File: src/rtl/ssp_pkg.sv
`default_nettype none

package ssp_pkg;

   // defaults for the top-level parameters
   localparam int MAX_ROWS_DEF      = 1024;
   localparam int FRACTION_BITS_DEF = 16;

   // fixed field widths
   localparam int KIND_W      = 3;
   localparam int PY_W        = 16;
   localparam int ROW_IDX_W   = 16;
   localparam int CNT_IN_W    = 11;
   localparam int OUT_POS_W   = 26;
   localparam int OUT_ROW_W   = 10;
   localparam int OUT_CNT_W   = 11;
   localparam int CSR_IDX_W   = 2;
   localparam int CSR_DATA_W  = 8;
   localparam int DSR_W       = 8;

   // register indexes
   localparam logic [CSR_IDX_W-1:0] CSR_EASE_DIVISOR     = 2'd0;
   localparam logic [CSR_IDX_W-1:0] CSR_ROW_HEIGHT       = 2'd1;
   localparam logic [CSR_IDX_W-1:0] CSR_INTERACTIVE_MODE = 2'd2;

   // register reset values
   localparam logic [CSR_DATA_W-1:0] EASE_DIVISOR_RST = 8'd4;
   localparam logic [CSR_DATA_W-1:0] ROW_HEIGHT_RST   = 8'd24;

   typedef enum logic [KIND_W-1:0] {
      KIND_TICK      = 3'd0,
      KIND_PRESS     = 3'd1,
      KIND_DRAG      = 3'd2,
      KIND_RELEASE   = 3'd3,
      KIND_SELECT    = 3'd4,
      KIND_SET_COUNT = 3'd5,
      KIND_ADD_LINE  = 3'd6
   } kind_type;

   typedef enum logic [1:0] {
      ST_IDLE,
      ST_DIV,
      ST_DONE
   } seq_state_type;

endpackage

`default_nettype wire

File: src/rtl/ssp_div.sv
`default_nettype none

// restoring divider, one quotient bit per cycle
module ssp_div #(
   parameter int DVD_W = 32,
   parameter int DSR_W = 8
) (
   input  wire logic             clock,
   input  wire logic             reset,
   input  wire logic             start,
   input  wire logic [DVD_W-1:0] dividend,
   input  wire logic [DSR_W-1:0] divisor,
   output logic                  done,
   output logic      [DVD_W-1:0] quotient
);
   localparam int CNT_W = $clog2(DVD_W + 1);

   logic [DVD_W-1:0] quo_ff, quo_in;
   logic [DSR_W-1:0] rem_ff, rem_in;
   logic [DSR_W-1:0] dsr_ff, dsr_in;
   logic [CNT_W-1:0] cnt_ff, cnt_in;
   logic             done_ff, done_in;
   logic [DSR_W:0]   trial;
   logic             fits;

   assign trial = {rem_ff, quo_ff[DVD_W-1]};
   assign fits  = trial >= {1'b0, dsr_ff};

   always_comb begin
      quo_in  = quo_ff;
      rem_in  = rem_ff;
      dsr_in  = dsr_ff;
      cnt_in  = cnt_ff;
      done_in = 1'b0;
      if (start) begin
         quo_in = dividend;
         rem_in = '0;
         dsr_in = divisor;
         cnt_in = CNT_W'(DVD_W);
      end else if (cnt_ff != '0) begin
         quo_in = {quo_ff[DVD_W-2:0], fits};
         rem_in = fits ? DSR_W'(trial - {1'b0, dsr_ff}) : trial[DSR_W-1:0];
         cnt_in = cnt_ff - 1'b1;
         done_in = (cnt_ff == CNT_W'(1));
      end
   end

   always_ff @(posedge clock) begin
      if (reset) begin
         cnt_ff  <= '0;
         done_ff <= 1'b0;
      end else begin
         cnt_ff  <= cnt_in;
         done_ff <= done_in;
      end
      quo_ff <= quo_in;
      rem_ff <= rem_in;
      dsr_ff <= dsr_in;
   end

   assign done     = done_ff;
   assign quotient = quo_ff;

endmodule

`default_nettype wire

File: src/rtl/smooth_scroll_position_tracker.sv
`default_nettype none

// Smooth scroll position tracker. Holds a fixed-point scroll position
// (FRACTION_BITS fraction bits), a target row and a row count. A tick eases
// the position toward the target row by diff/ease_divisor (1/256 row if
// that quotient is zero, never past the goal); press/drag/release let a
// pointer move the position in interactive mode, and release snaps the
// target to the nearest row. Select, set count and add line manage target
// and count. Every request transfer yields exactly one response transfer.
// Timing: one item at a time; req_ready is high only while the sequencer
// idles. A tick that has to ease, or a drag in interactive mode, runs the
// shared bit-serial divider: its request passes through ST_DIV and then
// ST_DONE before the response is loaded, while other kinds go straight to
// ST_DONE. The response is loaded as the sequencer leaves ST_DONE for
// ST_IDLE. A response still held by rsp_ready low delays the load of the
// next one, and so the return to idle. A new request may be taken while
// the previous response still waits. The divider retires one quotient bit
// per cycle.
// Configuration writes are taken any time but are meant for idle periods.
module smooth_scroll_position_tracker #(
   parameter int MAX_ROWS      = ssp_pkg::MAX_ROWS_DEF,
   parameter int FRACTION_BITS = ssp_pkg::FRACTION_BITS_DEF
) (
   input  wire logic                           clock,
   input  wire logic                           reset,
   // request channel
   input  wire logic                           req_valid,
   output logic                                req_ready,
   input  wire logic [ssp_pkg::KIND_W-1:0]     req_kind,
   input  wire logic [ssp_pkg::PY_W-1:0]       req_pointer_y,
   input  wire logic                           req_pressed_now,
   input  wire logic [ssp_pkg::ROW_IDX_W-1:0]  req_row_index,
   input  wire logic                           req_animate,
   input  wire logic [ssp_pkg::CNT_IN_W-1:0]   req_new_count,
   // response channel
   output logic                                rsp_valid,
   input  wire logic                           rsp_ready,
   output logic      [ssp_pkg::OUT_POS_W-1:0]  rsp_position,
   output logic      [ssp_pkg::OUT_ROW_W-1:0]  rsp_selected_row,
   output logic      [ssp_pkg::OUT_CNT_W-1:0]  rsp_row_count,
   output logic                                rsp_changed,
   output logic                                rsp_moving,
   // configuration
   input  wire logic                           csr_we,
   input  wire logic [ssp_pkg::CSR_IDX_W-1:0]  csr_index,
   input  wire logic [ssp_pkg::CSR_DATA_W-1:0] csr_wdata
);
   import ssp_pkg::*;

   localparam int FB    = FRACTION_BITS;
   localparam int TGT_W = (MAX_ROWS > 1) ? $clog2(MAX_ROWS) : 1;
   localparam int CNT_W = $clog2(MAX_ROWS + 1);
   localparam int POS_W = TGT_W + FB;
   // divider takes either a position difference or |pixels| << FB
   localparam int DVD_W = (POS_W > PY_W + FB) ? POS_W : PY_W + FB;
   localparam int SW    = DVD_W + 2;
   localparam int RW    = (TGT_W + 1 > CNT_W) ? TGT_W + 1 : CNT_W;
   localparam int CW    = (ROW_IDX_W - 1 > CNT_W) ? ROW_IDX_W - 1 : CNT_W;
   localparam int NCW   = (CNT_IN_W > CNT_W) ? CNT_IN_W : CNT_W;
   localparam logic [DVD_W-1:0] MIN_STEP = DVD_W'(1) << (FB - 8);
   localparam logic [POS_W:0]   HALF_ROW = (POS_W + 1)'(1) << (FB - 1);

   // configuration registers
   logic [CSR_DATA_W-1:0] ease_div_ff, ease_div_in;
   logic [CSR_DATA_W-1:0] row_height_ff, row_height_in;
   logic                  inter_ff, inter_in;

   always_comb begin
      ease_div_in   = ease_div_ff;
      row_height_in = row_height_ff;
      inter_in      = inter_ff;
      if (csr_we) begin
         unique case (csr_index)
            CSR_EASE_DIVISOR:     ease_div_in   = csr_wdata;
            CSR_ROW_HEIGHT:       row_height_in = csr_wdata;
            CSR_INTERACTIVE_MODE: inter_in      = csr_wdata[0];
            default: ;  // unmapped index: dropped
         endcase
      end
   end

   // tracker state
   logic [POS_W-1:0] pos_ff, pos_in;
   logic [TGT_W-1:0] target_ff, target_in;
   logic [CNT_W-1:0] rows_ff, rows_in;
   logic [PY_W-1:0]  anchor_y_ff, anchor_y_in;
   logic [POS_W-1:0] anchor_pos_ff, anchor_pos_in;

   // captured request
   logic [KIND_W-1:0]    kind_ff;
   logic [PY_W-1:0]      py_ff;
   logic                 held_ff;
   logic [ROW_IDX_W-1:0] row_idx_ff;
   logic                 animate_ff;
   logic [CNT_IN_W-1:0]  new_count_ff;

   // response register
   logic                 rsp_valid_ff, rsp_valid_in;
   logic [OUT_POS_W-1:0] rsp_position_ff;
   logic [OUT_ROW_W-1:0] rsp_row_ff;
   logic [OUT_CNT_W-1:0] rsp_count_ff;
   logic                 rsp_changed_ff;
   logic                 rsp_moving_ff;

   seq_state_type state_ff, state_in;

   logic             accept, commit, need_div, div_start, div_done;
   logic [DVD_W-1:0] dividend, quotient;
   logic [DSR_W-1:0] divisor;

   // shared terms
   logic [CNT_W-1:0] rows_m1;
   logic [POS_W-1:0] goal, hi, diff_mag;
   logic             diff_neg, ease_jump;
   logic [DSR_W-1:0] rh_eff;

   assign rows_m1   = rows_ff - 1'b1;
   assign goal      = {target_ff, {FB{1'b0}}};
   assign hi        = (rows_ff == '0) ? '0 : {rows_m1[TGT_W-1:0], {FB{1'b0}}};
   assign diff_neg  = goal < pos_ff;
   assign diff_mag  = diff_neg ? pos_ff - goal : goal - pos_ff;
   assign ease_jump = ease_div_ff <= DSR_W'(1);
   assign rh_eff    = (row_height_ff == '0) ? DSR_W'(1) : row_height_ff;

   // divider operands, taken straight from the request at its transfer
   logic [PY_W:0]   req_delta, req_delta_mag;

   assign req_delta     = {anchor_y_ff[PY_W-1], anchor_y_ff}
                        - {req_pointer_y[PY_W-1], req_pointer_y};
   assign req_delta_mag = req_delta[PY_W] ? -req_delta : req_delta;

   always_comb begin
      need_div = 1'b0;
      dividend = DVD_W'(diff_mag);
      divisor  = ease_div_ff;
      if (req_kind == KIND_TICK) begin
         need_div = !(inter_ff && req_pressed_now) && (diff_mag != '0) && !ease_jump;
      end else if (req_kind == KIND_DRAG) begin
         need_div = inter_ff;
         dividend = DVD_W'({req_delta_mag[PY_W-1:0], {FB{1'b0}}});
         divisor  = rh_eff;
      end
   end

   ssp_div #(
      .DVD_W (DVD_W),
      .DSR_W (DSR_W)
   ) u_div (
      .clock    (clock),
      .reset    (reset),
      .start    (div_start),
      .dividend (dividend),
      .divisor  (divisor),
      .done     (div_done),
      .quotient (quotient)
   );

   // sequencer
   always_comb begin
      state_in = state_ff;
      unique case (state_ff)
         ST_IDLE: if (accept) state_in = need_div ? ST_DIV : ST_DONE;
         ST_DIV:  if (div_done) state_in = ST_DONE;
         ST_DONE: if (commit) state_in = ST_IDLE;
         default: state_in = ST_IDLE;
      endcase
   end

   always_comb begin
      req_ready = (state_ff == ST_IDLE);
      accept    = req_valid && req_ready;
      div_start = accept && need_div;
      commit    = (state_ff == ST_DONE) && (!rsp_valid_ff || rsp_ready);
   end

   // tick: step magnitude, the minimum step when the quotient is zero
   logic [DVD_W-1:0] step_mag;
   logic [POS_W-1:0] tick_pos;
   logic             step_reaches;

   assign step_mag     = (quotient == '0) ? MIN_STEP : quotient;
   assign step_reaches = step_mag >= DVD_W'(diff_mag);
   assign tick_pos     = diff_neg ? pos_ff - POS_W'(step_mag) : pos_ff + POS_W'(step_mag);

   // drag: anchor +/- rows moved, clamped to [0, hi]
   logic [PY_W:0]    drag_delta;
   logic [SW-1:0]    drag_sum;
   logic [POS_W-1:0] drag_pos;

   assign drag_delta = {anchor_y_ff[PY_W-1], anchor_y_ff} - {py_ff[PY_W-1], py_ff};
   assign drag_sum   = drag_delta[PY_W]
                     ? {2'b00, DVD_W'(anchor_pos_ff)} - {2'b00, quotient}
                     : {2'b00, DVD_W'(anchor_pos_ff)} + {2'b00, quotient};

   always_comb begin
      if (drag_sum[SW-1])
         drag_pos = '0;
      else if (drag_sum[SW-2:0] > (SW-1)'(hi))
         drag_pos = hi;
      else
         drag_pos = POS_W'(drag_sum);
   end

   // release: round to nearest row, clamp
   logic [POS_W:0]   rel_sum;
   logic [TGT_W:0]   rel_near;
   logic [TGT_W-1:0] rel_target;

   assign rel_sum  = {1'b0, pos_ff} + HALF_ROW;
   assign rel_near = rel_sum[POS_W:FB];

   always_comb begin
      if (rows_ff == '0)
         rel_target = '0;
      else if (RW'(rel_near) > RW'(rows_m1))
         rel_target = TGT_W'(rows_m1);
      else
         rel_target = TGT_W'(rel_near);
   end

   // select: clamp signed index into the list
   logic [TGT_W-1:0] sel_target;

   always_comb begin
      if (rows_ff == '0 || row_idx_ff[ROW_IDX_W-1])
         sel_target = '0;
      else if (CW'(row_idx_ff[ROW_IDX_W-2:0]) > CW'(rows_m1))
         sel_target = TGT_W'(rows_m1);
      else
         sel_target = TGT_W'(row_idx_ff[ROW_IDX_W-2:0]);
   end

   // set count: saturate, then pull the target inside
   logic [CNT_W-1:0] set_rows, set_m1;
   logic [TGT_W-1:0] set_target;

   assign set_rows = (NCW'(new_count_ff) > NCW'(MAX_ROWS)) ? CNT_W'(MAX_ROWS)
                                                           : CNT_W'(new_count_ff);
   assign set_m1   = set_rows - 1'b1;

   always_comb begin
      if (set_rows == '0)
         set_target = '0;
      else if (CNT_W'(target_ff) > set_m1)
         set_target = TGT_W'(set_m1);
      else
         set_target = target_ff;
   end

   // item outcome
   logic changed, moving;

   always_comb begin
      pos_in        = pos_ff;
      target_in     = target_ff;
      rows_in       = rows_ff;
      anchor_y_in   = anchor_y_ff;
      anchor_pos_in = anchor_pos_ff;
      changed       = 1'b0;
      moving        = 1'b0;
      case (kind_ff)
         KIND_TICK: begin
            if (inter_ff && held_ff) begin
               moving = 1'b1;
            end else if (diff_mag != '0) begin
               if (ease_jump || step_reaches) begin
                  pos_in = goal;
               end else begin
                  pos_in = tick_pos;
                  moving = 1'b1;
               end
            end
         end
         KIND_PRESS: begin
            if (inter_ff) begin
               anchor_y_in   = py_ff;
               anchor_pos_in = pos_ff;
            end
         end
         KIND_DRAG: begin
            if (inter_ff) pos_in = drag_pos;
         end
         KIND_RELEASE: begin
            if (inter_ff) begin
               target_in = rel_target;
               changed   = rel_target != target_ff;
            end
         end
         KIND_SELECT: begin
            target_in = sel_target;
            changed   = sel_target != target_ff;
            if (!animate_ff || ease_jump) pos_in = {sel_target, {FB{1'b0}}};
         end
         KIND_SET_COUNT: begin
            rows_in   = set_rows;
            target_in = set_target;
            pos_in    = {set_target, {FB{1'b0}}};
         end
         KIND_ADD_LINE: begin
            if (rows_ff < CNT_W'(MAX_ROWS)) rows_in = rows_ff + 1'b1;
         end
         default: ;  // unused kind: no effect
      endcase
   end

   always_comb begin
      rsp_valid_in = rsp_valid_ff;
      if (commit)
         rsp_valid_in = 1'b1;
      else if (rsp_ready)
         rsp_valid_in = 1'b0;
   end

   always_ff @(posedge clock) begin
      if (reset) begin
         state_ff      <= ST_IDLE;
         rsp_valid_ff  <= 1'b0;
         ease_div_ff   <= EASE_DIVISOR_RST;
         row_height_ff <= ROW_HEIGHT_RST;
         inter_ff      <= 1'b0;
         pos_ff        <= '0;
         target_ff     <= '0;
         rows_ff       <= '0;
         anchor_y_ff   <= '0;
         anchor_pos_ff <= '0;
      end else begin
         state_ff      <= state_in;
         rsp_valid_ff  <= rsp_valid_in;
         ease_div_ff   <= ease_div_in;
         row_height_ff <= row_height_in;
         inter_ff      <= inter_in;
         if (commit) begin
            pos_ff        <= pos_in;
            target_ff     <= target_in;
            rows_ff       <= rows_in;
            anchor_y_ff   <= anchor_y_in;
            anchor_pos_ff <= anchor_pos_in;
         end
      end
   end

   // payload registers
   always_ff @(posedge clock) begin
      if (accept) begin
         kind_ff      <= req_kind;
         py_ff        <= req_pointer_y;
         held_ff      <= req_pressed_now;
         row_idx_ff   <= req_row_index;
         animate_ff   <= req_animate;
         new_count_ff <= req_new_count;
      end
      if (commit) begin
         rsp_position_ff <= OUT_POS_W'(pos_in);
         rsp_row_ff      <= OUT_ROW_W'(target_in);
         rsp_count_ff    <= OUT_CNT_W'(rows_in);
         rsp_changed_ff  <= changed;
         rsp_moving_ff   <= moving;
      end
   end

   assign rsp_valid        = rsp_valid_ff;
   assign rsp_position     = rsp_position_ff;
   assign rsp_selected_row = rsp_row_ff;
   assign rsp_row_count    = rsp_count_ff;
   assign rsp_changed      = rsp_changed_ff;
   assign rsp_moving       = rsp_moving_ff;

endmodule

`default_nettype wire
File: config.mk
export PLATFORM = sky130hd
export DESIGN_NAME = smooth_scroll_position_tracker
export DESIGN_NICKNAME = d
export VERILOG_FILES = /design/src/rtl/ssp_pkg.sv /design/src/rtl/ssp_div.sv /design/src/rtl/smooth_scroll_position_tracker.sv
export SDC_FILE = /design/constraint.sdc
export NUM_CORES = 1
export LEC_CHECK = 0
export ABC_AREA = 1
export ABC_CLOCK_PERIOD_IN_PS = 6000
export CAP_MARGIN = 20
export CORE_ASPECT_RATIO = 1.75
export CORE_UTILIZATION = 55
export DETAILED_ROUTE_END_ITERATION = 8
export DONT_BUFFER_PORTS = 1
export PLACE_DENSITY = 0.76
export SLEW_MARGIN = 15
export SYNTH_ARGS = -nofsm -noshare
export SYNTH_HDL_FRONTEND = slang
export SYNTH_SLANG_ARGS = --single-unit
File: constraint.sdc
create_clock -name clock -period 6 [get_ports clock]
set_clock_uncertainty 0.2 [all_clocks]
set_input_delay 0.6 -clock clock [delete_from_list [all_inputs] [get_ports clock]]
set_output_delay 0.6 -clock clock [all_outputs]
set_load 0.02 [all_outputs]
==> reports/qor.csv <==
stage,metric,value,unit
critical_path,cp-startpoint,pos_ff[18],
synthesis,synth-seq-cells,261,
critical_path,crit_type,flop to flop,
synthesis,async_flop_share,0,%
die,initial_core_util,55.98,%
drt,dr.first_iter.drc_count,2379,
pwr,switching_power,0.005478,W
cts,cts.sinks,261,
pwr,p_comb_share,57.9,%
synthesis,yosys-top-cells-area,"edfxtp_1, nand2_1, ha_1",
global_route,grt_use_total,42.66,%
timing,finalCritPeriodShare,93.89,%
critical_path,critPathMaxFanout,26,
critical_path,path_common_cell,nand2_1,
hold_path,whs_path_depth,2,
die,io-pin-count,114,
placement,placed_area,0.02573,mm^2
cts,cts_buffer_depth,3,
global_route,grt_pass1_wl,148400,um
critical_path,rr_startpoint,pos_ff[18],
synthesis,yosysTopAreaCellShare,16.55,%
placement,dp_hpwl,77510,um
hold_path,hp-class,input port to flop,
cells_and_area,drive_gt1_share,6.057,%
global_route,grt_pass1_vias,25640,
cts,root_buffer,clkbuf_16,
cts,cts_buffers,29,
synthesis,yosysSeqAreaShare,26.53,%
timing,hold_viol,0,
cts,h-tree-depth,1,
cts,cts_tree,yes,
critical_path,critPathCaptureType,flop,
timing,finalSetupViolations,0,
pwr,vdd_drop_max,0.3358,mV
status,status,"finished, final reports clean",
pwr,p_int,0.005254,W
die,dieArea,0.04609,mm^2
critical_path,regToRegEndpoint,rsp_position[21],
synthesis,syn_avg_cell_area,6.542,um^2
drt,antenna_left,0,
synthesis,syn_inst,3800,
cts,clkLatencyLatePin,630,ps
pwr,swShare,51.04,%
pwr,leakage,13.49,nW
pwr,power_density,392.9,mW/mm^2
cells_and_area,area_growth,9.864,%
critical_path,cp-start-kind,flop,
cells_and_area,fill_cells,4288,
die,dieHeight,283.2,um
critical_path,required,6160,ps
synthesis,synth_flop_cell,edfxtp_1,
critical_path,crit_path_top_delay_cell,dfxtp_1,
timing,tns,0,ps
synthesis,yosysTopAreaCell,edfxtp_1,
drt,drc,0,
synthesis,syn-cell-area,0.02486,mm^2
critical_path,cp-endpoint,rsp_position[21],
placement,gp_congestion,1.090,
pwr,clkPwrFrac,17.7,%
synthesis,synth_fp_nets,4085,
timing,final.setup.worst_slack,366.6,ps
drt,wl,99510,um
global_route,grt_max_degree,95,
die,die-width,162.7,um
critical_path,worstRegToRegCells,31,
critical_path,path_depth,31,
timing,slew_headroom,23.80,%
placement,pre_cts_slack,563.7,ps
global_route,grt_overflow_total,0,
cts,clk_pin_slew,70,ps
critical_path,crit_path_max_incr_delay,470,ps
critical_path,crit_family,simple AND/OR/NAND/NOR gates,
synthesis,ys_warn_count,0,
timing,worst_pin_slew,1143,ps
synthesis,ys_types,56,
cts,post-cts-setup-buffers,0,
drt,drt_pass1_iterations,7,
drt,wl_per_cell,22.43,um
critical_path,path_buf_inv,5,
pwr,pwr-share-seq,24.3,%
global_route,antenna_found_initial,1,
cells_and_area,design_area,0.02731,mm^2
synthesis,synth-edff-count,137,
timing,maxSlewViolCount,0,
die,fp-row-count,102,
cells_and_area,final_cells,4436,
flow_run,cap_violations,0,
timing,hold_ws,12.12,ps
critical_path,crit_arrival,5800,ps
die,core_area,0.04441,mm^2
drt,drt-vias-per-instance,5.970,
drt,vias,26480,
timing,max_freq,177.5,MHz
cells_and_area,layout.nets,4125,
timing,rsz0062_at_grt,false,
timing,fin_crit,5633,ps
placement,io_buffers,0,
placement,dp.cells,4322,
critical_path,rrSetupSlack,370,ps
-- metal layers --
layer / share of wire [%] / track usage [%] / vias to the layer above
li1: - / - / 12520
met1: 33 / 41.30 / 12020
met2: 48 / 73.57 / 1347
met3: 6.8 / 7.554 / 591
met4: 12 / 43.48 / 2
met5: 0.013 / 0 / -
-- cell usage in the layout (no fill, tap or decap), drive strengths merged, types with 21 or more instances in the layout --
cell type	netlist	layout
nor3	57	57
nor2	393	393
dfxtp	124	124
clkinv	9	21
o21ai	265	265
or2	31	31
edfxtp	137	137
o21bai	26	26
nand2	995	995
inv	503	510
ha	216	216
nand3	221	221
a21oi	267	267
xor2	140	140
dlygate4sd3	0	59
o211ai	41	41
nand4	61	61
buf	36	108
clkbuf	122	30
-- metrics by stage --
step,power [W],utilization (%)
global route,0.01132,61.49
floorplan,0.006506,-
global placement,0.008547,57.94
detailed placement,0.008569,57.94
CTS,0.01051,61.47
finish,0.01073,61.50
-- layout make-up --
cell class	count	area, um^2	area share [%]
Timing Repair Buffer	167	1414	5.177
Multi-Input combinational cell	2869	15690	57.44
Tap cell	572	715.7	2.620
Antenna cell	1	2.502	0.009162
Clock buffer	30	729.5	2.671
Sequential cell	261	6596	24.15
Inverter	512	1922	7.037
Clock inverter	24	244.0	0.8933
-- cell usage after synthesis (6+ instances only) --
| master | count |
|---|---|
| nand2_1 | 989 |
| inv_1 | 497 |
| nor2_1 | 389 |
| a21oi_1 | 266 |
| o21ai_0 | 246 |
| ha_1 | 216 |
| nand3_1 | 216 |
| xor2_1 | 140 |
| edfxtp_1 | 137 |
| dfxtp_1 | 124 |
| clkbuf_1 | 119 |
| nor3_1 | 54 |
| nand4_1 | 49 |
| o211ai_1 | 41 |
| or2_2 | 31 |
| o21bai_1 | 26 |
| buf_2 | 23 |
| o21ai_1 | 19 |
| o22ai_1 | 18 |
| a31oi_1 | 17 |
| nor4_1 | 17 |
| xnor2_1 | 15 |
| a211oi_1 | 12 |
| nand4_2 | 12 |
| o31ai_1 | 10 |
| a21o_1 | 9 |
| clkinv_1 | 9 |
| and2_1 | 8 |
| nand3b_1 | 8 |
| fa_1 | 6 |
| inv_2 | 6 |
| nand2_2 | 6 |
-- worst reg2reg max path: cells and delay by family (launching register included) --
kind | cells | cell delay, ps
DFF | 1 | 470
adders and majority gates | 2 | 750
and+or+nand+nor | 17 | 1890
buffers and inverters | 5 | 630
AOI/OAI and AO/OA | 6 | 1110
xor gates and xnor gates | 1 | 320
-- worst min-delay path by stage --
stage | start | endpoint
final | csr_index[1] | inter_ff
after global routing | csr_index[1] | inter_ff
after CTS | csr_index[1] | inter_ff
after detailed placement | u_div.cnt_ff[3] | u_div.cnt_ff[3]
after global placement | ease_div_ff[7] | ease_div_ff[7]
after floorplan | row_height_ff[1] | row_height_ff[1]
-- logic make-up after synthesis --
family                   count (synthesis)  share of synthesized area [%]
AO/OA/AOI/OAI                          691                          15.49
XOR/XNOR                               155                          5.461
adder cells (fa/ha/maj)                222                          11.35
buffers and inverters                  670                          10.46
flip-flops                             261                          26.53
multiplexers                             3                         0.1208
AND/OR/NAND/NOR                       1798                          30.59
-- registers in the layout, indices dropped and copies added, names as in the netlist, 10 cells and up --
| signal | flops |
|---|---|
| rows_ff | 11 |
| u_div.quotient | 32 |
| py_ff | 16 |
| rsp_position | 26 |
| rsp_selected_row | 10 |
| new_count_ff | 11 |
| row_idx_ff | 16 |
| rsp_row_count | 11 |
| anchor_y_ff | 16 |
| pos_ff | 26 |
| anchor_pos_ff | 26 |
| target_ff | 10 |
-- what timing repair did --
item,4_1_cts,5_1_grt
endpoints found under the hold margin,83,0
hold buffers,59,0
setup endpoints to repair,0,1
gates resized for setup,0,2
-- power groups by stage --
stage | Sequential [W] | Clock, W | Combinational (W)
finish | 0.00261 | 0.00190 | 0.00622
global route | 0.00263 | 0.00196 | 0.00673
CTS | 0.00259 | 0.00190 | 0.00601
detailed placement | 0.00263 | 0 | 0.00594
global placement | 0.00263 | 0 | 0.00592
floorplan | 0.00249 | 0 | 0.00402
No activity file was read; power rests on OpenSTA's default activity.
